===== config.mk =====
export PLATFORM = sky130hd
export DESIGN_NAME = grid_tangent_peak_estimator
export DESIGN_NICKNAME = d
export VERILOG_FILES = /design/src/hdl/gtpe_pkg.sv /design/src/hdl/grid_tangent_peak_estimator.sv
export SDC_FILE = /design/constraint.sdc
export NUM_CORES = 1
export LEC_CHECK = 0
export BUFFER_PORTS_ARGS = -buffer_cell sky130_fd_sc_hd__buf_2
export CELL_PAD_IN_SITES_DETAIL_PLACEMENT = 0
export CELL_PAD_IN_SITES_GLOBAL_PLACEMENT = 1
export CORE_MARGIN = 1.5
export CORE_UTILIZATION = 35
export CTS_CLUSTER_SIZE = 10
export DETAILED_ROUTE_END_ITERATION = 10
export PLACE_DENSITY_LB_ADDON = 0.1
export SYNTH_ARGS = -nofsm -noshare
export SYNTH_HDL_FRONTEND = slang
export SYNTH_SLANG_ARGS = --single-unit

===== constraint.sdc =====
create_clock -name clk_i -period 6.1 [get_ports clk_i]
set_clock_uncertainty 0.1 [all_clocks]
set_input_delay 0.915 -clock clk_i [delete_from_list [all_inputs] [get_ports clk_i]]
set_output_delay 0.915 -clock clk_i [all_outputs]
set_load 0.005 [all_outputs]

===== src/hdl/gtpe_pkg.sv =====
`default_nettype none

package gtpe_pkg;

  localparam int PEAK_W = 24;

  localparam logic signed [PEAK_W-1:0] PEAK_MAX = 24'sh7FFFFF;
  localparam logic signed [PEAK_W-1:0] PEAK_MIN = 24'sh800000;

endpackage

`default_nettype wire


===== src/hdl/grid_tangent_peak_estimator.sv =====
// Grid tangent peak estimator.
// Input channel (sample_i, last_sample_i) and output channel (peak_o,
// short_run_o) each use a valid/stall pair; a transfer happens on a rising
// edge with valid high and stall low. last_sample_i closes a run; exactly
// one result follows each closing sample, none otherwise.
// From the third sample on, every sample starts one tangent-intersection
// estimate (the closing sample of a long run starts two). An estimate runs
// on one shift-and-add multiplier over the two products and one restoring
// divider that takes one numerator bit per cycle; equal slopes skip both.
// in_stall_o stays high while an estimate or the result load is pending.
// The result is loaded into an output register from S_IDLE once the run is
// closed; while out_stall_i holds it, the next run may already start,
// but a further result waits until the register is free.
// Reset clears the sample history, the held slope, the sample count, the
// running peak and the output valid; after each run the history, slope,
// count and peak are cleared again, so runs are independent.
`default_nettype none

module grid_tangent_peak_estimator
  import gtpe_pkg::*;
#(
  parameter int SAMPLE_BITS = 16
) (
  input  wire                               clk_i,
  input  wire                               rst_ni,
  input  wire                               in_valid_i,
  output logic                              in_stall_o,
  input  wire  signed [SAMPLE_BITS-1:0]     sample_i,
  input  wire                               last_sample_i,
  output logic                              out_valid_o,
  input  wire                               out_stall_i,
  output logic signed [PEAK_W-1:0]          peak_o,
  output logic                              short_run_o
);

  localparam int N  = SAMPLE_BITS;
  localparam int SL = N + 3;          // scaled slope
  localparam int AW = N + 4;          // 2*y0 + d0
  localparam int BW = N + 2;          // -2*y1
  localparam int W  = 2 * N + 6;      // numerator
  localparam int DW = N + 5;          // divisor magnitude and remainder
  localparam int CW = $clog2(W);
  localparam int SW = (N > PEAK_W) ? N : PEAK_W + 1;

  localparam logic signed [SW-1:0] SAT_HI = SW'(PEAK_MAX);
  localparam logic signed [SW-1:0] SAT_LO = SW'(PEAK_MIN);

  typedef enum logic [2:0] {
    S_IDLE,
    S_LOAD,
    S_MUL_A,
    S_MUL_B,
    S_DSET,
    S_DIV,
    S_DONE,
    S_NEXT
  } state_e;

  localparam state_e S_OUT_UNUSED = S_IDLE;

  function automatic logic signed [PEAK_W-1:0] sat24(input logic signed [SW-1:0] v);
    logic signed [PEAK_W-1:0] r;
    priority if (v > SAT_HI) r = PEAK_MAX;
    else if (v < SAT_LO)     r = PEAK_MIN;
    else                     r = PEAK_W'(v);
    return r;
  endfunction

  state_e                   state_q;
  logic                     out_pend_q;
  logic signed [N-1:0]      hist_q [3];
  logic signed [SL-1:0]     slope_q;
  logic [1:0]               seen_q;
  logic signed [PEAK_W-1:0] run_peak_q;
  logic                     last_q;
  logic                     second_q;
  logic signed [N-1:0]      ey0_q, ey1_q;
  logic signed [SL-1:0]     ed0_q, ed1_q;
  logic signed [W-1:0]      acc_q, mc_q;
  logic [SL-1:0]            mr_q;
  logic [CW-1:0]            cnt_q;
  logic [DW-1:0]            uden_q, rem_q;
  logic                     dneg_q, qneg_q;
  logic [PEAK_W-1:0]        q_q;
  logic                     big_q;
  logic                     out_valid_q;
  logic signed [PEAK_W-1:0] peak_q;
  logic                     short_q;

  // combinational helpers
  logic                     in_xfer, out_free;
  logic signed [PEAK_W-1:0] x_sat;
  logic [1:0]               seen_inc;
  logic signed [SL-1:0]     slope_first, slope_mid, slope_last;
  logic signed [AW-1:0]     opnd_a;
  logic signed [BW-1:0]     opnd_b;
  logic signed [N+3:0]      dslope;
  logic [N+3:0]             dslope_mag;
  logic signed [N:0]        ysum;
  logic signed [PEAK_W-1:0] mid_sat;
  logic signed [W-1:0]      pp, acc_step, acc_mag;
  logic [DW-1:0]            dt, rem_step;
  logic                     dge;
  logic                     qbig;
  logic signed [PEAK_W-1:0] q_cand;

  assign in_xfer  = in_valid_i && !in_stall_o;
  assign out_free = !out_valid_q || !out_stall_i;

  always_comb begin
    in_stall_o = (state_q != S_IDLE) || out_pend_q;
    x_sat      = sat24(SW'(sample_i));
    seen_inc   = (seen_q == 2'd3) ? seen_q : seen_q + 2'd1;

    // slopes scaled by 2x spacing; window hist[1..2], sample; last: hist[0..2]
    slope_first = (SL'(hist_q[2]) <<< 2) - (SL'(hist_q[1]) <<< 1) - SL'(hist_q[1])
                  - SL'(sample_i);
    slope_mid   = SL'(sample_i) - SL'(hist_q[1]);
    slope_last  = SL'(hist_q[0]) - (SL'(hist_q[1]) <<< 2) + (SL'(hist_q[2]) <<< 1)
                  + SL'(hist_q[2]);

    opnd_a     = (AW'(ey0_q) <<< 1) + AW'(ed0_q);
    opnd_b     = -(BW'(ey1_q) <<< 1);
    dslope     = (N+4)'(ed1_q) - (N+4)'(ed0_q);
    dslope_mag = dslope[N+3] ? (N+4)'(-dslope) : (N+4)'(dslope);
    ysum       = (N+1)'(ey0_q) + (N+1)'(ey1_q);
    mid_sat    = sat24(SW'($signed(ysum[N:1])));

    // signed multiplier: the top bit of the multiplier weighs negative
    pp       = mr_q[0] ? mc_q : '0;
    acc_step = (cnt_q == CW'(SL - 1)) ? acc_q - pp : acc_q + pp;
    acc_mag  = acc_q[W-1] ? -acc_q : acc_q;

    dt       = {rem_q[DW-2:0], acc_q[W-1]};
    dge      = dt >= uden_q;
    rem_step = dge ? dt - uden_q : dt;

    qbig   = big_q || q_q[PEAK_W-1];
    q_cand = qneg_q ? (qbig ? PEAK_MIN : -$signed(q_q))
                    : (qbig ? PEAK_MAX : $signed(q_q));
  end

  always_ff @(posedge clk_i or negedge rst_ni) begin
    if (!rst_ni) begin
      state_q     <= S_IDLE;
      out_pend_q  <= 1'b0;
      hist_q[0]   <= '0;
      hist_q[1]   <= '0;
      hist_q[2]   <= '0;
      slope_q     <= '0;
      seen_q      <= '0;
      run_peak_q  <= '0;
      last_q      <= 1'b0;
      second_q    <= 1'b0;
      out_valid_q <= 1'b0;
    end else begin
      if (out_valid_q && !out_stall_i && !(state_q == S_IDLE && out_pend_q)) begin
        out_valid_q <= 1'b0;
      end

      unique case (state_q)
        S_IDLE: begin
          if (out_pend_q && out_free) begin
            // hand over the finished run and clear for the next one
            out_valid_q <= 1'b1;
            peak_q      <= run_peak_q;
            short_q     <= (seen_q != 2'd3);
            out_pend_q  <= 1'b0;
            hist_q[0]   <= '0;
            hist_q[1]   <= '0;
            hist_q[2]   <= '0;
            slope_q     <= '0;
            seen_q      <= '0;
            run_peak_q  <= '0;
          end else if (in_xfer) begin
            if (x_sat > run_peak_q) begin
              run_peak_q <= x_sat;
            end
            hist_q[0] <= hist_q[1];
            hist_q[1] <= hist_q[2];
            hist_q[2] <= sample_i;
            seen_q    <= seen_inc;
            last_q    <= last_sample_i;
            second_q  <= 1'b0;
            if (seen_inc == 2'd3) begin
              ey0_q   <= hist_q[1];
              ey1_q   <= hist_q[2];
              ed0_q   <= (seen_q == 2'd2) ? slope_first : slope_q;
              ed1_q   <= slope_mid;
              slope_q <= slope_mid;
              state_q <= S_LOAD;
            end else if (last_sample_i) begin
              out_pend_q <= 1'b1;
            end
          end
        end

        S_LOAD: begin
          if (ed0_q == ed1_q) begin
            if (mid_sat > run_peak_q) begin
              run_peak_q <= mid_sat;
            end
            state_q <= S_NEXT;
          end else begin
            acc_q   <= '0;
            mc_q    <= W'(opnd_a);
            mr_q    <= ed1_q;
            cnt_q   <= '0;
            uden_q  <= {dslope_mag, 1'b0};
            dneg_q  <= dslope[N+3];
            state_q <= S_MUL_A;
          end
        end

        S_MUL_A: begin
          acc_q <= acc_step;
          if (cnt_q == CW'(SL - 1)) begin
            mc_q    <= W'(opnd_b);
            mr_q    <= ed0_q;
            cnt_q   <= '0;
            state_q <= S_MUL_B;
          end else begin
            mc_q  <= mc_q <<< 1;
            mr_q  <= mr_q >> 1;
            cnt_q <= cnt_q + 1'b1;
          end
        end

        S_MUL_B: begin
          acc_q <= acc_step;
          mc_q  <= mc_q <<< 1;
          mr_q  <= mr_q >> 1;
          if (cnt_q == CW'(SL - 1)) begin
            cnt_q   <= '0;
            state_q <= S_DSET;
          end else begin
            cnt_q <= cnt_q + 1'b1;
          end
        end

        S_DSET: begin
          acc_q   <= acc_mag;
          qneg_q  <= acc_q[W-1] ^ dneg_q;
          rem_q   <= '0;
          q_q     <= '0;
          big_q   <= 1'b0;
          state_q <= S_DIV;
        end

        S_DIV: begin
          // one quotient bit per cycle; remember any bit pushed off the top
          acc_q <= acc_q <<< 1;
          rem_q <= rem_step;
          q_q   <= {q_q[PEAK_W-2:0], dge};
          big_q <= big_q || q_q[PEAK_W-1];
          if (cnt_q == CW'(W - 1)) begin
            state_q <= S_DONE;
          end else begin
            cnt_q <= cnt_q + 1'b1;
          end
        end

        S_DONE: begin
          if (q_cand > run_peak_q) begin
            run_peak_q <= q_cand;
          end
          state_q <= S_NEXT;
        end

        S_NEXT: begin
          if (last_q && !second_q) begin
            // closing sample: estimate between the last two points as well
            second_q <= 1'b1;
            ey0_q    <= hist_q[1];
            ey1_q    <= hist_q[2];
            ed0_q    <= slope_q;
            ed1_q    <= slope_last;
            state_q  <= S_LOAD;
          end else begin
            out_pend_q <= last_q;
            state_q    <= S_IDLE;
          end
        end

        default: state_q <= S_OUT_UNUSED;
      endcase
    end
  end

  assign out_valid_o = out_valid_q;
  assign peak_o      = peak_q;
  assign short_run_o = short_q;

`ifndef SYNTHESIS
  a_short_run_skips_estimate: assert property (@(posedge clk_i) disable iff (!rst_ni)
    in_xfer && last_sample_i && (seen_q == 2'd0 || seen_q == 2'd1)
    |=> state_q == S_IDLE && out_pend_q)
    else $error("short run did not go straight to the result");

  a_peak_never_negative: assert property (@(posedge clk_i) disable iff (!rst_ni)
    !run_peak_q[PEAK_W-1])
    else $error("running peak fell below zero");

  a_estimate_needs_three: assert property (@(posedge clk_i) disable iff (!rst_ni)
    state_q != S_IDLE |-> seen_q == 2'd3)
    else $error("estimate running with fewer than three samples");

  a_result_dropped_after_transfer: assert property (@(posedge clk_i) disable iff (!rst_ni)
    out_valid_o && !out_stall_i && !(state_q == S_IDLE && out_pend_q) |=> !out_valid_o)
    else $error("result shown again after its transfer");

  a_divider_finishes: assert property (@(posedge clk_i) disable iff (!rst_ni)
    state_q == S_DIV && cnt_q == CW'(W - 1) |=> state_q == S_DONE)
    else $error("divider did not finish after the last numerator bit");
`endif

endmodule

`default_nettype wire

# Word level (Yosys, flattened, before mapping)
# Index checks and enable logic that the tools add are counted.
# totals
ff_bits	363
in_bits	21
output_inout_bits	27
wordCells	215
# classes
addsub	19
order_cmp	8
n_eq_ne	32
n_mux	83
n_bitwise	3
n_reduce_logical	41
# op_table
operator	count
2-to-1 mux 24 bit	13
2-to-1 mux 19 bit	13
2-to-1 mux 38 bit	6
one-hot mux 38 bit (4 select lines)	1
2-to-1 mux 16 bit	8
one-hot mux 38 bit (3 select lines)	1
2-to-1 mux 48 bit	2
one-hot mux 19 bit (2 select lines)	2
> comparator 24 bit	3
one-hot mux 24 bit (3 select lines)	1
one-hot mux 16 bit (2 select lines)	2
one-hot mux 19 bit (3 select lines)	1
> comparator 16 x 24 -> 1 bit (second input constant)	2
less-than comparator 16 x 24 -> 1 bit (second input constant)	2
one-hot mux 24 bit (2 select lines)	1
one-hot mux 20 bit (2 select lines)	1
adder 38 bit	1
negation 38 bit	1
subtractor 19 x 16 -> 19 bit	2
subtractor 38 bit	1
!= test 2 bit (second input constant)	14
negation 24 bit	1
one-hot mux 3 bit (8 select lines)	1
>= comparator 21 bit	1
46 further kinds	105

# Logic depth before layout (Yosys ltp)
# Gate-level depths: netlist (run 1).
# depth
ltp_word	8
ltp_mapped	21
ltp_nobuf	19

# Worst setup path after synthesis (run 1)
# Ideal clock, no wire load.
# synth_path
path_kind	register -> register
startpoint	register ed0_q[4]
endpoint	register mc_q[0], enable pin
setup_time_ns	0.542
t_arrival_ns	5.309
required_time_ns	5.458
path_slack_ns	0.149
stages_incl_launch_ff	10
n_path_buf	1
period_less_slack_ns	5.951
path_cell_list	edfxtp_1 inv_1 ha_1 clkbuf_1 and2_1 nand3_1 nor3_1 nand2_1 o21ai_0 nor3_1
# synth_via
elab_chain_cells	3
# synth_lines
element	line_no	rtl
from (decl)	grid_tangent_peak_estimator.sv:78	logic signed [SL-1:0] ed0_q, ed1_q;
from (signal assigned)	grid_tangent_peak_estimator.sv:188	ed0_q <= (seen_q == 2'd2) ? slope_first : slope_q;
from (signal assigned)	grid_tangent_peak_estimator.sv:276	ed0_q <= slope_q;
equality test 19 bit	grid_tangent_peak_estimator.sv:199	if (ed0_q == ed1_q) begin
!= test 2 bit (no line)	--	
AND reduction 3 bit (no line)	--	
to (signal assigned)	grid_tangent_peak_estimator.sv:206	mc_q <= W'(opnd_a);
to (signal assigned)	grid_tangent_peak_estimator.sv:218	mc_q <= W'(opnd_b);
to (signal assigned)	grid_tangent_peak_estimator.sv:223	mc_q <= mc_q <<< 1;
to (decl)	grid_tangent_peak_estimator.sv:79	logic signed [W-1:0] acc_q, mc_q;
# Every way passes these cells.
# A chain may end at the register's enable or synchronous reset.

# Worst setup path in the final report (run 1)
# layout_path
startpoint	register cnt_q[0]
endpoint	register acc_q[37], data pin
# layout_via
elab_chain_cells	3
# layout_lines
element	line_no	rtl
from (decl)	grid_tangent_peak_estimator.sv:81	logic [CW-1:0] cnt_q;
from (signal assigned)	grid_tangent_peak_estimator.sv:225	cnt_q <= cnt_q + 1'b1;
from (signal assigned)	grid_tangent_peak_estimator.sv:237	cnt_q <= cnt_q + 1'b1;
from (signal assigned)	grid_tangent_peak_estimator.sv:259	cnt_q <= cnt_q + 1'b1;
equality test 6 x 5 -> 1 bit	grid_tangent_peak_estimator.sv:131	acc_step = (cnt_q == CW'(SL - 1)) ? acc_q - pp : acc_q + pp;
2-to-1 mux 38 bit	grid_tangent_peak_estimator.sv:131	
one-hot mux 38 bit (4 select lines)	grid_tangent_peak_estimator.sv:161	unique case (state_q)
to (signal assigned)	grid_tangent_peak_estimator.sv:216	acc_q <= acc_step;
to (signal assigned)	grid_tangent_peak_estimator.sv:230	acc_q <= acc_step;
to (signal assigned)	grid_tangent_peak_estimator.sv:242	acc_q <= acc_mag;
to (decl)	grid_tangent_peak_estimator.sv:79	
# Every way passes these cells.

==> reports/results.txt, run 1 <==
status -> finished, final reports clean
maximum VDD drop -> 0.370 mV
critical path launch point type -> flop
TritonCTS clock tree -> yes
most common cell after layout, fill and taps aside -> nand2_1
# H-tree levels -> 2
Post-CTS Hold Fix Bufs -> 0
CTS Buffer Depth -> 3
root buf cell -> clkbuf_16
GRT Overall Usage -> 0.211
Site Rows -> 104
final hold viol count -> 0
fin cells -> 4,118
Area growth syn-to-layout -> 10.0%
number of vias per cell -> 5.50
DR vias -> 22.7k
Arr. time, crit path -> 5680 ps
largest area contributor in the netlist -> edfxtp_1
Layout Nets -> 3,356
Routed Wire Length -> 87,500 µm
clk_lat worst skew -> 610 ps
first-pass GRT wire length -> 136,000 µm
Post-Place Cells -> 4,031
critical path's top delay family -> compound AO/OA/AOI/OAI gates
Die X -> 288 µm
Tmin final -> 5340 ps
total CTS buffers -> 46
Critical Path RT -> 6440 ps
critical path class -> flop to flop
Final period util -> 0.876
CP Buf/Inv Count -> 1
Avg Synthesized Cell Area -> 9.45 µm²
Synth Instances -> 3,019
gpl congestion -> 0.866
antenna violations before repair -> 0
Post-Syn Nets -> 3,356
EDFF count, synth -> 263
leakage -> 0.0127 µW
DRT Pass-1 Iters -> 6
commonest cells after routing, fill and taps aside -> 272 x nand2_1, 263 x edfxtp_1, 249 x ha_1
crit-path max FO -> 8
Least-Margin Pin Slew -> 1070 ps
Core ar. -> 80,500 µm²
Post-synth ARST share -> 0.271
FF/Latch Area -> 10,300 µm²
Top FF cell, synth -> edfxtp_1
Slew HR -> 0.286
post-CTS resize count -> 0
drt drc -> 0
Routed Antenna Nets -> 0
IO buf count -> 47
Initial Utilization -> 0.354
DR WL/cell -> 21.2 µm
pwr dens -> 644 nW/µm²
Core Util, Final -> 0.389
number of setup buffers added after CTS -> 0
Setup TNS -> 0 ps
starting DRC count in detailed routing -> 1,624
synthesized flop and latch total -> 361
CP max stage delay -> 690 ps
max cap viols -> 0
hold crit path type -> input pin to async pin
largest net degree at the start of global routing -> 71
Slew Viols, Final -> 0
Synth top area share -> 0.277
total grt overflow -> 0
dpl hpwl -> 66,800 µm
full die area -> 83,200 µm²
Unique masters post-synth -> 94
top cells by area, synth -> edfxtp_1 28%, ha_1 11%, dfrtp_1 8.6%, fa_1 4.7%, nand2_1 3.6%
crit-path cells -> inv_1, ha_1, nand4bb_1, o21ai_0, a31oi_2, nor2_1, o21ai_0, a32o_1, ha_1, and4_1, nand3_1, or3_1, a211o_1, a21o_1, a31oi_1, and4_1, nand4_1, o211ai_1
mapped cell area -> 28,500 µm²
Layout fillers -> 7,999
Ys Warns -> 0
IO Pins -> 48
multi-input logic area -> 17,000 µm²
fraction of layout cells with a size suffix above 1 -> 0.0684
number of global-route vias before repair -> 22.5k
Seq/Total Area, Yosys -> 0.363
Slowest cell on crit path -> o21ai_0
Fmax achieved -> 187 MHz
CTS clk-pin slew, worst paths -> 60 ps
die height -> 288 µm
CTS sink cnt -> 361
# setup viols final -> 0
CP Capture Type -> flop
RSZ-0062 raised after global routing -> false
==> per-stage QoR <==
stage | area, µm² | setup slack [ps] | power (µW) | hold slack, ps
after floorplan | 28500 | 149 | 13800 | 325
after global placement | 29900 | 780 | 17400 | 345
after detailed placement | 29900 | 730 | 17500 | 335
after CTS | 31400 | 706 | 20300 | 61.5
after global routing | 31400 | 287 | 22100 | 62.6
final | 31400 | 755 | 20200 | 79.9
==> flip-flops by register name, indices dropped and copies added (netlist names), 20 cells and up <==
signal      flops
acc_q          38
hist_q         48
mc_q           38
peak_o         24
q_q            24
rem_q          20
run_peak_q     24
uden_q         20
==> cell usage after synthesis (70+ instances only) <==
library cell / n
nor2_1: 227
clkbuf_1: 115
edfxtp_1: 263
xnor2_1: 113
a21oi_1: 162
o21ai_0: 203
a21o_1: 70
dfrtp_1: 98
nand2_1: 273
ha_1: 249
inv_1: 207
xor2_1: 87
==> worst reg2reg max path: stages (launching register included) <==
cell and delay [ps]:
edfxtp_1 440, inv_1 90, ha_1 140, nand4bb_1 250, o21ai_0 690, a31oi_2 240
nor2_1 360, o21ai_0 150, a32o_1 300, ha_1 380, and4_1 260, nand3_1 100
or3_1 340, a211o_1 320, a21o_1 200, a31oi_1 330, and4_1 280, nand4_1 90
o211ai_1 130
==> final cells by class <==
| type | instances | share of cell area |
|---|---|---|
| Inverter | 208 | 0.0249 |
| Tap cell | 1060 | 0.0423 |
| Antenna cell | 1 | 0.0000798 |
| Clock inverter | 14 | 0.00435 |
| Multi-Input combinational cell | 2322 | 0.541 |
| Clock buffer | 72 | 0.0421 |
| Sequential cell | 361 | 0.330 |
| Timing Repair Buffer | 80 | 0.0155 |
==> cells by family (layout without fill, tap and decap cells) <==
logic type	Yosys count	count (layout)	share of synthesized area
buffers and inverters	336	374	0.0448
multiplexers	56	56	0.0203
XOR/XNOR	200	200	0.0614
AO/OA/AOI/OAI	844	844	0.199
adder cells (fa/ha/maj)	316	316	0.156
AND/OR/NAND/NOR	906	906	0.155
other	0	1	0
flip-flops	361	361	0.363
==> worst paths after layout <==
path	startpoint	end	slack [ps]	depth (start not counted)
setup / recovery	cnt_q[0]	acc_q[37]	760	18
min in group clk_i	run_peak_q[17]	peak_o[17]	350	0
setup reg to reg	cnt_q[0]	acc_q[37]	760	18
hold / removal	rst_ni	out_pend_q	80	1
max in group asynchronous	rst_ni	run_peak_q[1]	4320	3
hold reg to reg	run_peak_q[17]	peak_o[17]	350	0
==> metal layers <==
metal	track usage	part of all wire
met5	0	0
met4	0.0501	0.019
met3	0.0233	0.037
met2	0.349	0.47
met1	0.294	0.48
==> power by group <==
group	internal, µW	switching, µW
Clock	1570	1130
Combinational	5100	7550
Sequential	3800	1050
(Power assumes the default switching activity.)
==> run 2: changes to the inputs <==
--- a/config.mk
+++ b/config.mk
@@ -10,6 +10,7 @@
 export CELL_PAD_IN_SITES_GLOBAL_PLACEMENT = 1
 export CORE_MARGIN = 1.5
 export CORE_UTILIZATION = 35
+export CTS_BUF_LIST = sky130_fd_sc_hd__clkbuf_4
 export CTS_CLUSTER_SIZE = 10
 export DETAILED_ROUTE_END_ITERATION = 10
 export PLACE_DENSITY_LB_ADDON = 0.1
==> run 2 against run 1 <==
  * Total power fell by 1.3%
  * Routed wire length rose by 0.68%
  * Clock-buffer cell count rose by 100
  * Worst setup slack got worse by 50 ps
  * Sequential share of layout area barely moved
  * Via count rose by 1.6%
  * Largest cell class unchanged
==> reports/results.txt, run 2 (synthesized netlist as in run 1, its figures left out) <==
status -> finished, final reports clean
hold crit path type -> input pin to flop
Site Rows -> 104 (unchanged)
TritonCTS clock tree -> yes
Int Pwr -> 10,200 µW (-2.8%)
Layout Nets -> 3,419 (+1.9%)
worst hold margin -> 194 ps (+114 ps)
leakage -> 0.0129 µW (+1.2%)
CTS clk-pin slew, worst paths -> 60 ps (about the same)
full die area -> 83,200 µm² (unchanged)
CP Buf/Inv Count -> 1 (unchanged)
overall power -> 19,900 µW (-1.3%)
Tmin final -> 5390 ps (+50.1 ps)
gpl congestion -> 0.866 (unchanged)
CTS sink cnt -> 361 (unchanged)
CP Capture Type -> flop
clk_lat worst skew -> 940 ps (+330 ps)
maximum VDD drop -> 0.389 mV (+5.4%)
IO buf count -> 47 (unchanged)
max cap viols -> 0 (unchanged)
Biggest register -> hist_q
gr busiest metal -> met2
final hold viol count -> 0 (unchanged)
critical path launch point type -> flop
Fmax achieved -> 185 MHz (-0.93%)
NetSw -> 9760 µW (+0.33%)
first-pass GRT wire length -> 137,000 µm (+0.68%)
Slew Viols, Final -> 0 (unchanged)
Largest regs -> hist_q (48), acc_q (38), mc_q (38)
# H-tree levels -> 3 (+1)
DR vias -> 23.0k (+1.6%)
switching part of the total power -> 0.490 (+0.00791)
CP max stage delay -> 720 ps (+30 ps)
Layout fillers -> 8,072 (+0.91%)
IO Pins -> 48 (unchanged)
Slowest cell on crit path -> o21ai_0
Slew HR -> 0.293 (+0.00666)
Least-Margin Pin Slew -> 1060 ps (-9.99 ps)
crit-path cells -> inv_1, ha_1, nand4bb_1, o21ai_0, a31oi_2, nor2_1, o21ai_0, a32o_1, ha_1, and4_1, nand3_1, or3_1, a211o_1, a21o_1, a31oi_1, and4_1, nand4_1, o211ai_1
Die X -> 288 µm (unchanged)
dpl hpwl -> 66,800 µm (unchanged)
Initial Utilization -> 0.354 (unchanged)
Routed Wire Length -> 88,100 µm (+0.68%)
antenna violations before repair -> 3 (+3)
starting DRC count in detailed routing -> 1,709 (+5.2%)
Core Util, Final -> 0.389 (about the same)
met2 usage -> 0.350 (about the same)
grt met1 use -> 0.290 (-0.00374)
max FFs per register -> 48 (unchanged)
commonest cells after routing, fill and taps aside -> 272 x nand2_1, 263 x edfxtp_1, 249 x ha_1
Routed Antenna Nets -> 0 (unchanged)
number of vias per cell -> 5.43 (-1.2%)
Critical Path RT -> 6750 ps (+310 ps)
total CTS buffers -> 108 (+130%)
Area growth syn-to-layout -> 9.92% (about the same)
Seq pwr share -> 0.243 (+0.003)
critical path class -> flop to flop
Arr. time, crit path -> 6050 ps (+370 ps)
total grt overflow -> 0 (unchanged)
number of global-route vias before repair -> 23.1k (+2.6%)
CTS Buffer Depth -> 3 (unchanged)
die height -> 288 µm (unchanged)
drt drc -> 0 (unchanged)
root buf cell -> clkbuf_4
DRT Pass-1 Iters -> 5 (-1)
largest net degree at the start of global routing -> 71 (unchanged)
clock share of power -> 0.123 (-0.011)
critical path's top delay family -> compound AO/OA/AOI/OAI gates
most common cell after layout, fill and taps aside -> nand2_1
fraction of layout cells with a size suffix above 1 -> 0.104 (+0.0360)
crit-path max FO -> 8 (unchanged)
pwr dens -> 636 nW/µm² (-1.2%)
grt met3 use -> 0.0370 (+0.0137)
RSZ-0062 raised after global routing -> false
# setup viols final -> 0 (unchanged)
Setup TNS -> 0 ps (unchanged)
Core ar. -> 80,500 µm² (unchanged)
DR WL/cell -> 20.8 µm (-2.1%)
GRT Overall Usage -> 0.213 (+0.00189)
Final period util -> 0.884 (+0.00821)
Combinational Power Share -> 0.634 (+0.008)
## run 2: cell types whose count changed in the layout (fill, tap and decap cells not counted), sizes merged
cell,previous run,this run
inv,207,212
clkbuf,72,172
clkinv,13,22
diode,1,5
dlygate4sd3,0,1
bufinv,2,0
## run 2: layer usage
layer / share of wire / up-vias / routed length, µm
met5: 0.00015 / - / 13
met4: 0.017 / 2 / 1490
met3: 0.049 / 106 / 4300
met2: 0.47 / 489 / 41000
met1: 0.47 / 11099 / 41200
li1: - / 11311 / -
## run 2: final cells by class
class                           count  area [µm²]  share of cell area
Clock buffer                      172        1290              0.0412
Clock inverter                     26         124             0.00395
Inverter                          208         781              0.0249
Multi-Input combinational cell   2322       17000               0.541
Tap cell                         1060        1330              0.0423
Antenna cell                        5        12.5            0.000399
Timing Repair Buffer               81         495              0.0158
Sequential cell                   361       10300               0.330
## run 2: final timing paths
| path | startpoint | slack [ps] | depth (start not counted) | endpoint |
|---|---|---|---|---|
| worst max-delay path | cnt_q[0] | 710 | 18 | acc_q[37] |
| worst min-delay path | last_sample_i | 190 | 3 | out_pend_q |
| worst max register to register | cnt_q[0] | 710 | 18 | acc_q[37] |
| worst min register to register | run_peak_q[1] | 340 | 0 | peak_o[1] |
| max in group asynchronous | rst_ni | 4060 | 4 | run_peak_q[11] |
| min in group asynchronous | rst_ni | 290 | 2 | out_pend_q |
## run 2: metrics by stage
step	area (µm²)	std cells	setup WS [ps]
after floorplan	28500	3019	149
after global placement	29900	4031	780
after detailed placement	29900	4031	730
after CTS	31300	4230	710
after global routing	31300	4234	326
final	31300	4235	705
## run 2: repair_timing
action                                 CTS  global route
endpoints found under the hold margin    4             0
hold buffers                             1             0
setup buffers                            0             0
resized for setup                        0             0
## run 2: worst min-delay path, cell delays in order
cell	delay [ps]
buf_2	130
nand3b_1	80
a221oi_1	60
## run 2: power groups by stage
stage               registers, µW  logic (µW)  clock network, µW
floorplan                    4350        9480                  0
global placement             4880       12500                  0
detailed placement           4890       12600                  0
CTS                          4850       12700               2560
global route                 4950       14300               2680
finish                       4840       12600               2440
